## src/design/ttb_fifo.sv

```systemverilog
// ----------------------------------------------------------------------------
// ttb_fifo: two-entry job queue
// Decouples vertex intake from the tangent sequencer.
// ----------------------------------------------------------------------------
module ttb_fifo #(
  parameter int W = 8
) (
  input  logic         clk_i,
  input  logic         rst_ni,
  input  logic         push_i,
  input  logic [W-1:0] data_i,
  output logic         full_o,
  input  logic         pop_i,
  output logic [W-1:0] data_o,
  output logic         empty_o
);

  logic [W-1:0] mem_q [2];
  logic         wp_q;
  logic         rp_q;
  logic [1:0]   cnt_q;

  assign full_o  = (cnt_q == 2'd2);
  assign empty_o = (cnt_q == 2'd0);
  assign data_o  = mem_q[rp_q];

  always_ff @(posedge clk_i or negedge rst_ni) begin
    if (!rst_ni) begin
      wp_q  <= 1'b0;
      rp_q  <= 1'b0;
      cnt_q <= 2'd0;
    end else begin
      if (push_i) begin
        wp_q <= !wp_q;
      end
      if (pop_i) begin
        rp_q <= !rp_q;
      end
      if (push_i && !pop_i) begin
        cnt_q <= cnt_q + 2'd1;
      end else if (pop_i && !push_i) begin
        cnt_q <= cnt_q - 2'd1;
      end
    end
  end

  always_ff @(posedge clk_i) begin
    if (push_i) begin
      mem_q[wp_q] <= data_i;
    end
  end

endmodule

```

## config.mk

```make
export PLATFORM = sky130hd
export DESIGN_NAME = ttb_fifo
export DESIGN_NICKNAME = d
export VERILOG_FILES = /design/src/design/ttb_fifo.sv
export SDC_FILE = /design/constraint.sdc
export NUM_CORES = 1
export LEC_CHECK = 0
export BUFFER_PORTS_ARGS = -buffer_cell sky130_fd_sc_hd__buf_2
export CORE_UTILIZATION = 25
export DETAILED_ROUTE_END_ITERATION = 10
export PLACE_DENSITY = 0.45
export SYNTH_ARGS = -nofsm -noshare
export SYNTH_HDL_FRONTEND = slang
export SYNTH_SLANG_ARGS = --single-unit
```

## constraint.sdc

```tcl
create_clock -name clk_i -period 1.36 [get_ports clk_i]
set_input_delay 0.136 -clock clk_i [delete_from_list [all_inputs] [get_ports clk_i]]
set_output_delay 0.136 -clock clk_i [all_outputs]
set_load 0.01 [all_outputs]
```

==> key figures <==
Route
  • Wire per inst: 11.4 um
  • Residual DRC count: 0
  • First DRT Iteration DRCs: 3
  • Vias per cell: 4.18
  • WL final: 1220 um
  • Via count: 447
  • Initial DRT Pass Iterations: 2
  • Routed Antenna Nets: 0

Synth
  • Area share of fa/ha/maj cells after synthesis: 1.62%
  • Register bit total from synthesis: 20
  • Largest family of logic cells by synthesized area: multiplexers
  • Synth Area per Inst: 18.8 um2
  • Yosys warnings: 0
  • Synth Area in XOR/XNOR: 5.68%
  • Post-synthesis cell area: 771 um2
  • Post-synthesis mux area share: 11.7%
  • Number of distinct library cells after synthesis: 12
  • Post-synthesis sequential area ratio: 75.3%
  • Synth Area in Compound Gates: 0%
  • Mapped Cells: 41
  • Synthesized net count: 54
  • Simple-Gate Fraction of Synth Area: 3.73%

Worst setup path
  • WP data required: 1.22 ns
  • CP Max Fanout: 5
  • R2R cell count: 2
  • Top cell by count, worst path: buf_6
  • Slowest-stage cell, CP: dfrtp_2
  • Worst setup path category: reg -> out
  • Slowest stage delay, CP: 0.38 ns
  • Worst r2r dst: mem_q[0][5]
  • Worst endpoint data arrival time: 1.27 ns
  • R2R setup slack: 0.35 ns
  • FF-to-FF Start: wp_q
  • Crit end category: output pin
  • Critical Path Source Type: register
  • Crit path cell chain: buf_6, mux2_2, buf_6

Floorplanning
  • I/O Pins: 22
  • Die Area: 3310 um2
  • Die X: 57.5 um
  • Initial Utilization: 27.2%
  • Die height: 57.5 um
  • Core area: 2830 um2
  • # rows: 19

Job
  • Max-cap violations: 0

Layout
  • Commonest non-fill, non-tap cell in the layout: edfxtp_1
  • Fill cell count: 272
  • P&R area growth vs syn: 40.6%
  • Fin nets: 90
  • Most frequent cells in the layout: edfxtp_1 (16), buf_2 (13), buf_6 (10)
  • Share of cells above drive strength 1: 52.6%
  • Antenna cells: 0

Pwr
  • Total Power: 0.00200 W
  • Internal: 0.00144 W
  • Psw: 0.000561 W
  • Combinational Power Share: 40.5%
  • Sw Ratio: 28.1%
  • Power density over cell area: 1840 nW/um2
  • Clock power frac: 14.1%
  • Max rail drop VDD: 706 uV
  • Power share of the sequential group: 45.4%
  • Leakage power: 0.445 nW

Clock tree
  • CTS tree: done
  • CTS H-Tree Depth: 1
  • Clk_lat worst skew: 0.30 ns
  • Root Buffer: clkbuf_4
  • Clk sinks: 20
  • Cts bufs inserted: 3
  • CTS clk-pin slew, worst paths: 0.11 ns
  • CTS Buffer Depth: 2

Timing
  • Period utilization: 103%
  • Peak Freq: 713 MHz
  • Final Worst Setup Slack: -0.0416 ns
  • Final Setup Violations: 8
  • Slew margin rel.: 89.7%
  • Hold WS: 0.0245 ns
  • Clock skew: 0.00875 ns
  • Fin. max-slew vios: 0
  • Final Hold Viols: 0
  • Post-route minimum period: 1.40 ns
  • Least-Margin Pin Slew: 0.155 ns
  • RSZ-0062 raised after global routing: true

Run status
  • Failing checks: setup timing
  • Status: complete, but fails checks

GRT
  • GRT Residual Overflow: 0
  • Global Route Usage Sum: 8.75%
  • Initial antenna violation count: 0
  • Via count of the first global-routing pass: 466
  • Largest net degree at the start of global routing: 12
  • First-pass GRT wire length: 2050 um

Placement
  • Gpl congestion: 0.633
  • Port Buf Inserts: 21
  • Hpwl dp: 845 um

Min path
  • Worst Hold End: mem_q[0][0]
  • Hold depth: 1
  • HP Class: in -> reg
  • Hold path start: data_i[0]
==> synthesized netlist by cell type, drive strengths merged <==
library cell / n / area (um2)
and2: 1 / 6.26
and2b: 1 / 8.76
buf: 1 / 11.3
dfrtp: 4 / 100
edfxtp: 16 / 480
ha: 1 / 12.5
inv: 1 / 3.75
mux2: 8 / 90.1
nor2: 2 / 7.51
nor2b: 1 / 6.26
xnor2: 1 / 8.76
xor2: 4 / 35.0
==> through the flow <==
stage | TNS [ns] | setup slack, ns | utilization (%) | area, um2 | cells
after floorplan | 0 | 0.198 | - | 771 | 41
after global placement | 0 | 0.122 | 33.0 | 933 | 96
after detailed placement | 0 | 0.105 | 33.0 | 933 | 96
after CTS | -0.439 | -0.0609 | 36.9 | 1040 | 103
after global routing | -0.734 | -0.0943 | 38.3 | 1080 | 107
final | -0.280 | -0.0416 | 38.3 | 1080 | 107
==> power by group through the flow <==
stage / Combinational (W) / Clock, W / Sequential, W
6_report: 0.000808 / 0.000282 / 0.000906
5_1_grt: 0.000877 / 0.000323 / 0.000929
4_1_cts: 0.000818 / 0.000298 / 0.000910
3_5_place_dp: 0.000551 / 0 / 0.000970
3_3_place_gp: 0.000550 / 0 / 0.000964
2_1_floorplan: 0.000401 / 0 / 0.000899
==> how the worst max path moves through the flow <==
stage | slack, ns | end | cells after the start | from
3_5_place_dp | 0.11 | data_o[4] | 2 | rp_q
3_3_place_gp | 0.12 | data_o[4] | 2 | rp_q
4_1_cts | -0.06 | data_o[4] | 3 | rp_q
6_report | -0.04 | data_o[4] | 3 | rp_q
2_1_floorplan | 0.20 | mem_q[0][0] | 1 | wp_q
5_1_grt | -0.09 | data_o[5] | 3 | rp_q
==> per-layer routing <==
layer / GRT usage, % / vias to the layer above / part of all wire (%)
met5: 0 / - / 0
met2: 12.6 / 14 / 46
met4: 4.18 / 0 / 2.1
met1: 10.3 / 213 / 45
met3: 5.22 / 4 / 6.6
li1: - / 216 / -
==> state kept, by name (all words and copies together) (netlist names) <==
| register | cells |
|---|---|
| cnt_q | 2 |
| rp_q | 1 |
| wp_q | 1 |
| mem_q | 16 |
==> logic make-up (layout without fill, tap and decap cells) <==
| group | Yosys count | in the layout |
|---|---|---|
| mux | 8 | 8 |
| simple gates | 5 | 5 |
| fa+ha+maj | 1 | 1 |
| flops | 20 | 20 |
| buf+inv | 2 | 37 |
| xor+xnor | 5 | 5 |
==> cell type report <==
cell class / instances / area (um2) / area share [%]
Sequential cell: 20 / 582 / 53.7
Timing Repair Buffer: 32 / 258 / 23.8
Multi-Input combinational cell: 19 / 175 / 16.2
Tap cell: 31 / 38.8 / 3.58
Inverter: 1 / 3.75 / 0.346
Clock buffer: 4 / 26.3 / 2.42
==> worst max-delay path, delay by kind of cell (launching register included) <==
kind | cells | cell delay, ns
flip-flops | 1 | 0.38
multiplexers | 1 | 0.34
buffers and inverters | 2 | 0.25
==> timing repair <==
item,in CTS,in global routing
resized for setup,12,0
hold buffers,1,4
endpoints found under the hold margin,4,8
setup buffers,2,0
setup endpoints to repair,8,8
(Power assumes the default switching activity.)
