<file path="src/design/ttb_pkg.sv">
// ----------------------------------------------------------------------------
// ttb_pkg: shared constants of the triangle tangent unit
// Default widths, the arithmetic constants of the normalizer and the
// configuration register map.
// ----------------------------------------------------------------------------
package ttb_pkg;

  localparam int CoordWidthDef  = 32;
  localparam int OutFracBitsDef = 14;

  // Width of one multiplier digit in the product sequencer.
  localparam int ChunkW = 16;
  // The normalizer brings the largest magnitude into [2^(NormBits-1), 2^NormBits).
  localparam int NormBits = 30;
  // Number of signed differences carried by one triangle job.
  localparam int JobFields = 10;

  // Configuration port.
  localparam int   CfgAddrW         = 3;
  localparam logic RegComputeEnable = 1'b0;

endpackage

</file>
<file path="src/design/ttb_front.sv">
// ----------------------------------------------------------------------------
// ttb_front: vertex intake
// Holds the first two vertices of a triangle and forms the edge and texture
// deltas when the third arrives.
// ----------------------------------------------------------------------------
module ttb_front #(
  parameter int COORD_WIDTH = ttb_pkg::CoordWidthDef
) (
  input  logic                          clk_i,
  input  logic                          rst_ni,
  input  logic                          in_valid_i,
  output logic                          in_ready_o,
  input  logic [COORD_WIDTH-1:0]        pos_x_i,
  input  logic [COORD_WIDTH-1:0]        pos_y_i,
  input  logic [COORD_WIDTH-1:0]        pos_z_i,
  input  logic [COORD_WIDTH-1:0]        tex_u_i,
  input  logic [COORD_WIDTH-1:0]        tex_v_i,
  input  logic                          enable_i,
  input  logic                          job_full_i,
  output logic                          job_push_o,
  output logic [ttb_pkg::JobFields*(COORD_WIDTH+1)-1:0] job_o
);

  localparam logic [1:0] PH_V0 = 2'd0;
  localparam logic [1:0] PH_V1 = 2'd1;
  localparam logic [1:0] PH_V2 = 2'd2;

  logic [1:0]             phase_q;
  logic [COORD_WIDTH-1:0] p0_q [3];
  logic [COORD_WIDTH-1:0] p1_q [3];
  logic [COORD_WIDTH-1:0] t0_q [2];
  logic [COORD_WIDTH-1:0] t1_q [2];
  logic                   third;
  logic                   accept;

  function automatic logic [COORD_WIDTH:0] sdiff(input logic [COORD_WIDTH-1:0] a,
                                                 input logic [COORD_WIDTH-1:0] b);
    sdiff = {a[COORD_WIDTH-1], a} - {b[COORD_WIDTH-1], b};
  endfunction

  assign third      = (phase_q == PH_V2);
  assign in_ready_o = !third || !enable_i || !job_full_i;
  assign accept     = in_valid_i && in_ready_o;
  assign job_push_o = in_valid_i && third && enable_i && !job_full_i;

  assign job_o = {sdiff(p1_q[0], p0_q[0]), sdiff(p1_q[1], p0_q[1]), sdiff(p1_q[2], p0_q[2]),
                  sdiff(pos_x_i, p0_q[0]), sdiff(pos_y_i, p0_q[1]), sdiff(pos_z_i, p0_q[2]),
                  sdiff(t1_q[0], t0_q[0]), sdiff(t1_q[1], t0_q[1]),
                  sdiff(tex_u_i, t0_q[0]), sdiff(tex_v_i, t0_q[1])};

  always_ff @(posedge clk_i or negedge rst_ni) begin
    if (!rst_ni) begin
      phase_q <= PH_V0;
    end else if (accept) begin
      case (phase_q)
        PH_V1:   phase_q <= PH_V2;
        PH_V2:   phase_q <= PH_V0;
        default: phase_q <= PH_V1;
      endcase
    end
  end

  always_ff @(posedge clk_i) begin
    if (accept && phase_q == PH_V1) begin
      p1_q[0] <= pos_x_i;
      p1_q[1] <= pos_y_i;
      p1_q[2] <= pos_z_i;
      t1_q[0] <= tex_u_i;
      t1_q[1] <= tex_v_i;
    end else if (accept && !third) begin
      p0_q[0] <= pos_x_i;
      p0_q[1] <= pos_y_i;
      p0_q[2] <= pos_z_i;
      t0_q[0] <= tex_u_i;
      t0_q[1] <= tex_v_i;
    end
  end

endmodule

</file>
<file path="config.mk">
export PLATFORM = sky130hd
export DESIGN_NAME = ttb_front
export DESIGN_NICKNAME = d
export VERILOG_FILES = /design/src/design/ttb_pkg.sv /design/src/design/ttb_front.sv
export SDC_FILE = /design/constraint.sdc
export NUM_CORES = 1
export LEC_CHECK = 0
export BUFFER_PORTS_ARGS = -buffer_cell sky130_fd_sc_hd__buf_2
export CAP_MARGIN = 5
export CORE_MARGIN = 2
export CORE_UTILIZATION = 35
export DETAILED_ROUTE_END_ITERATION = 12
export GPL_ROUTABILITY_DRIVEN = 0
export GPL_TIMING_DRIVEN = 0
export PLACE_DENSITY_LB_ADDON = 0.05
export SLEW_MARGIN = 10
export SYNTH_ARGS = -nofsm -noshare
export SYNTH_HDL_FRONTEND = slang
export SYNTH_SLANG_ARGS = --single-unit
</file>
<file path="constraint.sdc">
create_clock -name clk_i -period 14.4 [get_ports clk_i]
set_clock_uncertainty 0.1 [all_clocks]
set_input_delay 1.44 -clock clk_i [delete_from_list [all_inputs] [get_ports clk_i]]
set_output_delay 1.44 -clock clk_i [all_outputs]
set_load 0.02 [all_outputs]
</file>
==> key figures <==
Logic synthesis
  • Synthesized cell area: about 26,000 um2
  • Synth Register Bits: ~320
  • Syn_nets: around 3.2k
  • Ys Warns: 0
  • Register area share after synthesis: 0.372
  • EDFF count, synth: between 300 and 400
  • Mapped Cells: 2,683
  • Syn Area/Cell: about 9.7 um2
  • Cell variety after synth: approximately 80
  • Post-synth top flop: edfxtp_1
  • Synth async-reset ratio: 0.00621

Critical path
  • Crit path launch type: primary input
  • Critical path required time: ~13,000 ps
  • Critical Path End Type: output port
  • Worst R2R End: t0_q[0][24]
  • Data arrival, critical path: ~5000 ps
  • Reg2Reg Setup Slack: 11,600 ps
  • Crit Path Max Fanout: 4
  • Max stage delay on crit path: around 430 ps
  • Worst r2r src: phase_q[0]
  • R2R cell count: 9
  • Critical-path top delay cell: a211oi_1
  • Critical path class: in -> out
  • Cell Chain, Critical Path: buf_2 -> inv_1 -> ha_1 -> fa_1 -> nor2b_1 -> o21a_1 -> o21a_1 -> o2111ai_1 -> a211oi_1 -> a221o_1 -> a31oi_1 -> or2_1 -> o41ai_1 -> xor2_1 -> buf_2

Clock network
  • Clock root buffer: clkbuf_16
  • Worst-path clk slew: around 60 ps
  • Clock buffer depth: 3
  • H-tree lvl count: 2
  • TritonCTS Buffers: 42
  • Num Clock Sinks: ~320
  • CTS tree: done
  • Clock latency on the worst-skew pair: around 560 ps
  • Post-CTS Resized: 0
  • Post-CTS Setup Inserts: 0
  • Hold Buf Count CTS: 0

Pwr
  • Leakage power: approximately 14 nW
  • Clock power frac: 0.155
  • P_sw: ~3.4 mW
  • Pwr Density: roughly 220 nW/um2
  • Power Total: about 7 mW
  • P_int: roughly 3.5 mW
  • Logic pwr share: 0.648
  • Reg power frac: 0.197
  • VDD IR max: ~0.12 mV
  • Net switching share of the total power: 0.488

Timing
  • Worst-margin pin slew: ~930 ps
  • Final-report setup violation count: 0
  • Final worst path period share: 0.454
  • Minimum clock period: ~6500 ps
  • Hold Vio Cnt, Final: 0
  • RSZ-0062 raised after global routing: false
  • Worst slew margin: 0.364
  • F_max: roughly 150 MHz
  • Setup TNS Final: 0 ps
  • Slew Limit Fails: 0
  • Min Hold Slack: 415 ps

Placed design
  • Placed Area: roughly 30,000 um2
  • Port bufs: between 400 and 500
  • HPWL after DPL: ~65 mm

Die
  • Die X: approximately 280 um
  • Io pins: between 400 and 500
  • Initial Util: 0.355
  • Core area: approximately 73,000 um2
  • DIE AREA: 76,400 um2
  • Height of the die: 276 um
  • Row cnt: 99

Min path
  • Worst hold path class: reg -> reg
  • Hold path cells: 1
  • Hold Path End: phase_q[1]
  • Hold path start: phase_q[1]

Global route
  • First-pass GRT wire length: ~120 mm
  • Initial antenna violation count: 22
  • Largest net degree at the start of global routing: 48
  • Vias in the first global route: between 20k and 25k
  • GRT Total Usage: 0.199
  • Congestion Overflow GR: 0

Route
  • # DRC: 0
  • Remaining antenna violation count: 0
  • Initial DRC Count: around 1.1k
  • Number of vias in the routed layout: 22.1k
  • Routed len/inst: about 19 um
  • Routed wire length: around 79 mm
  • Vias/cell: approximately 5.2
  • DRT Pass-1 Iters: 5

Layout
  • Sequential cell area: around 9700 um2
  • Proportion of layout cells with a drive suffix above 1: 0.186
  • Layout fillers: between 7k and 8k
  • Nets: approximately 3.7k
  • Most common cell after layout, fill and taps aside: buf_2
  • Area Growth Syn to Fin: 20.5%
  • Leading cell types in the layout, fill and taps excluded: buf_2 (496), ha_1 (322), edfxtp_1 (320)
  • Fin area: 31,300 um2
  • Area of the multi-input gates: approximately 15,000 um2
  • Fin util: 0.428

Outcome
  • Status: finished clean

Run
  • Number of max-cap violations: 0
## how the worst max path moves through the flow
stage | startpoint | end | cells past startpoint | slack [ps]
finish | pos_z_i[0] | job_o[162] | 15 | 7870
global route | tex_u_i[0] | job_o[59] | 15 | 7550
CTS | pos_y_i[0] | job_o[197] | 15 | 7910
detailed placement | pos_y_i[0] | job_o[197] | 15 | 7920
global placement | in_valid_i | t0_q[0][31] | 2 | -9330
floorplan | in_valid_i | p0_q[0][0] | 1 | 540
## metrics by stage
step                instances  setup slack [ps]
floorplan                2683               538
global placement         4138             -9330
detailed placement       4160              7920
CTS                      4233              7910
global route             4241              7550
finish                   4245              7870
## registers in the layout, summed over array words and instances (netlist names)
name	cells
t0_q	64
t1_q	64
p1_q	96
phase_q	2
p0_q	96
## layout make-up
type,instances,share of cell area
Antenna cell,12,0.000959
Clock inverter,22,0.00839
Tap cell,959,0.0383
Timing Repair Buffer,518,0.0867
Buffer,32,0.00384
Inverter,278,0.0333
Multi-Input combinational cell,2051,0.485
Clock buffer,51,0.0353
Sequential cell,322,0.308
## synthesized netlist by cell type (10+ instances only)
cell type | n | area [um2]
ha_1 | 322 | 4030
edfxtp_1 | 320 | 9610
inv_1 | 278 | 1040
a21oi_1 | 253 | 1270
xnor2_1 | 188 | 1650
a21o_1 | 167 | 1250
nor2_1 | 149 | 559
nand2_1 | 138 | 518
o21ai_0 | 128 | 641
xor2_1 | 68 | 596
nand3_1 | 58 | 290
o21a_1 | 56 | 420
nor2b_1 | 47 | 294
nor3_1 | 43 | 215
o21bai_1 | 41 | 308
nand2b_1 | 35 | 219
clkbuf_1 | 32 | 120
nand4_1 | 30 | 188
a31oi_1 | 28 | 175
a211oi_1 | 23 | 173
and3_1 | 23 | 144
o31ai_1 | 21 | 158
o211ai_1 | 15 | 113
or3_1 | 14 | 87.6
a21boi_0 | 11 | 82.6
and4_1 | 11 | 96.3
and2_1 | 10 | 62.6
fa_1 | 10 | 200
## power by group through the flow
stage	logic, mW	registers (mW)	clock network [mW]
2_1_floorplan	3.00	1.45	0
3_3_place_gp	4.38	1.53	0
3_5_place_dp	4.47	1.38	0
4_1_cts	4.49	1.36	1.11
5_1_grt	4.85	1.38	1.14
6_report	4.46	1.36	1.07
## logic make-up (layout without fill, tap and decap cells)
logic type	Yosys count	count (layout)	share of synthesized area
compound gates	867	867	0.220
fa+ha+maj	332	332	0.163
flops	322	322	0.372
buf+inv	310	901	0.0448
other cells	0	12	0
xor+xnor	256	256	0.0863
simple gates	593	593	0.113
mux	3	3	0.00120
## per-layer routing
layer / routed length [um] / up-vias / global-route usage
met5: 97 / - / 0
met4: 2240 / 16 / 0.0609
met3: 4570 / 118 / 0.0484
met2: 38100 / 473 / 0.349
met1: 33700 / 10420 / 0.241
li1: - / 11053 / -
## worst max-delay path, delay by kind of cell
family	cells	cell delay, ps
AO/OA/AOI/OAI	7	1920
adder cells (fa/ha/maj)	2	640
AND/OR/NAND/NOR	2	480
buffers and inverters	3	320
XOR/XNOR	1	180
Note: power is estimated with default switching activity, not from simulation.
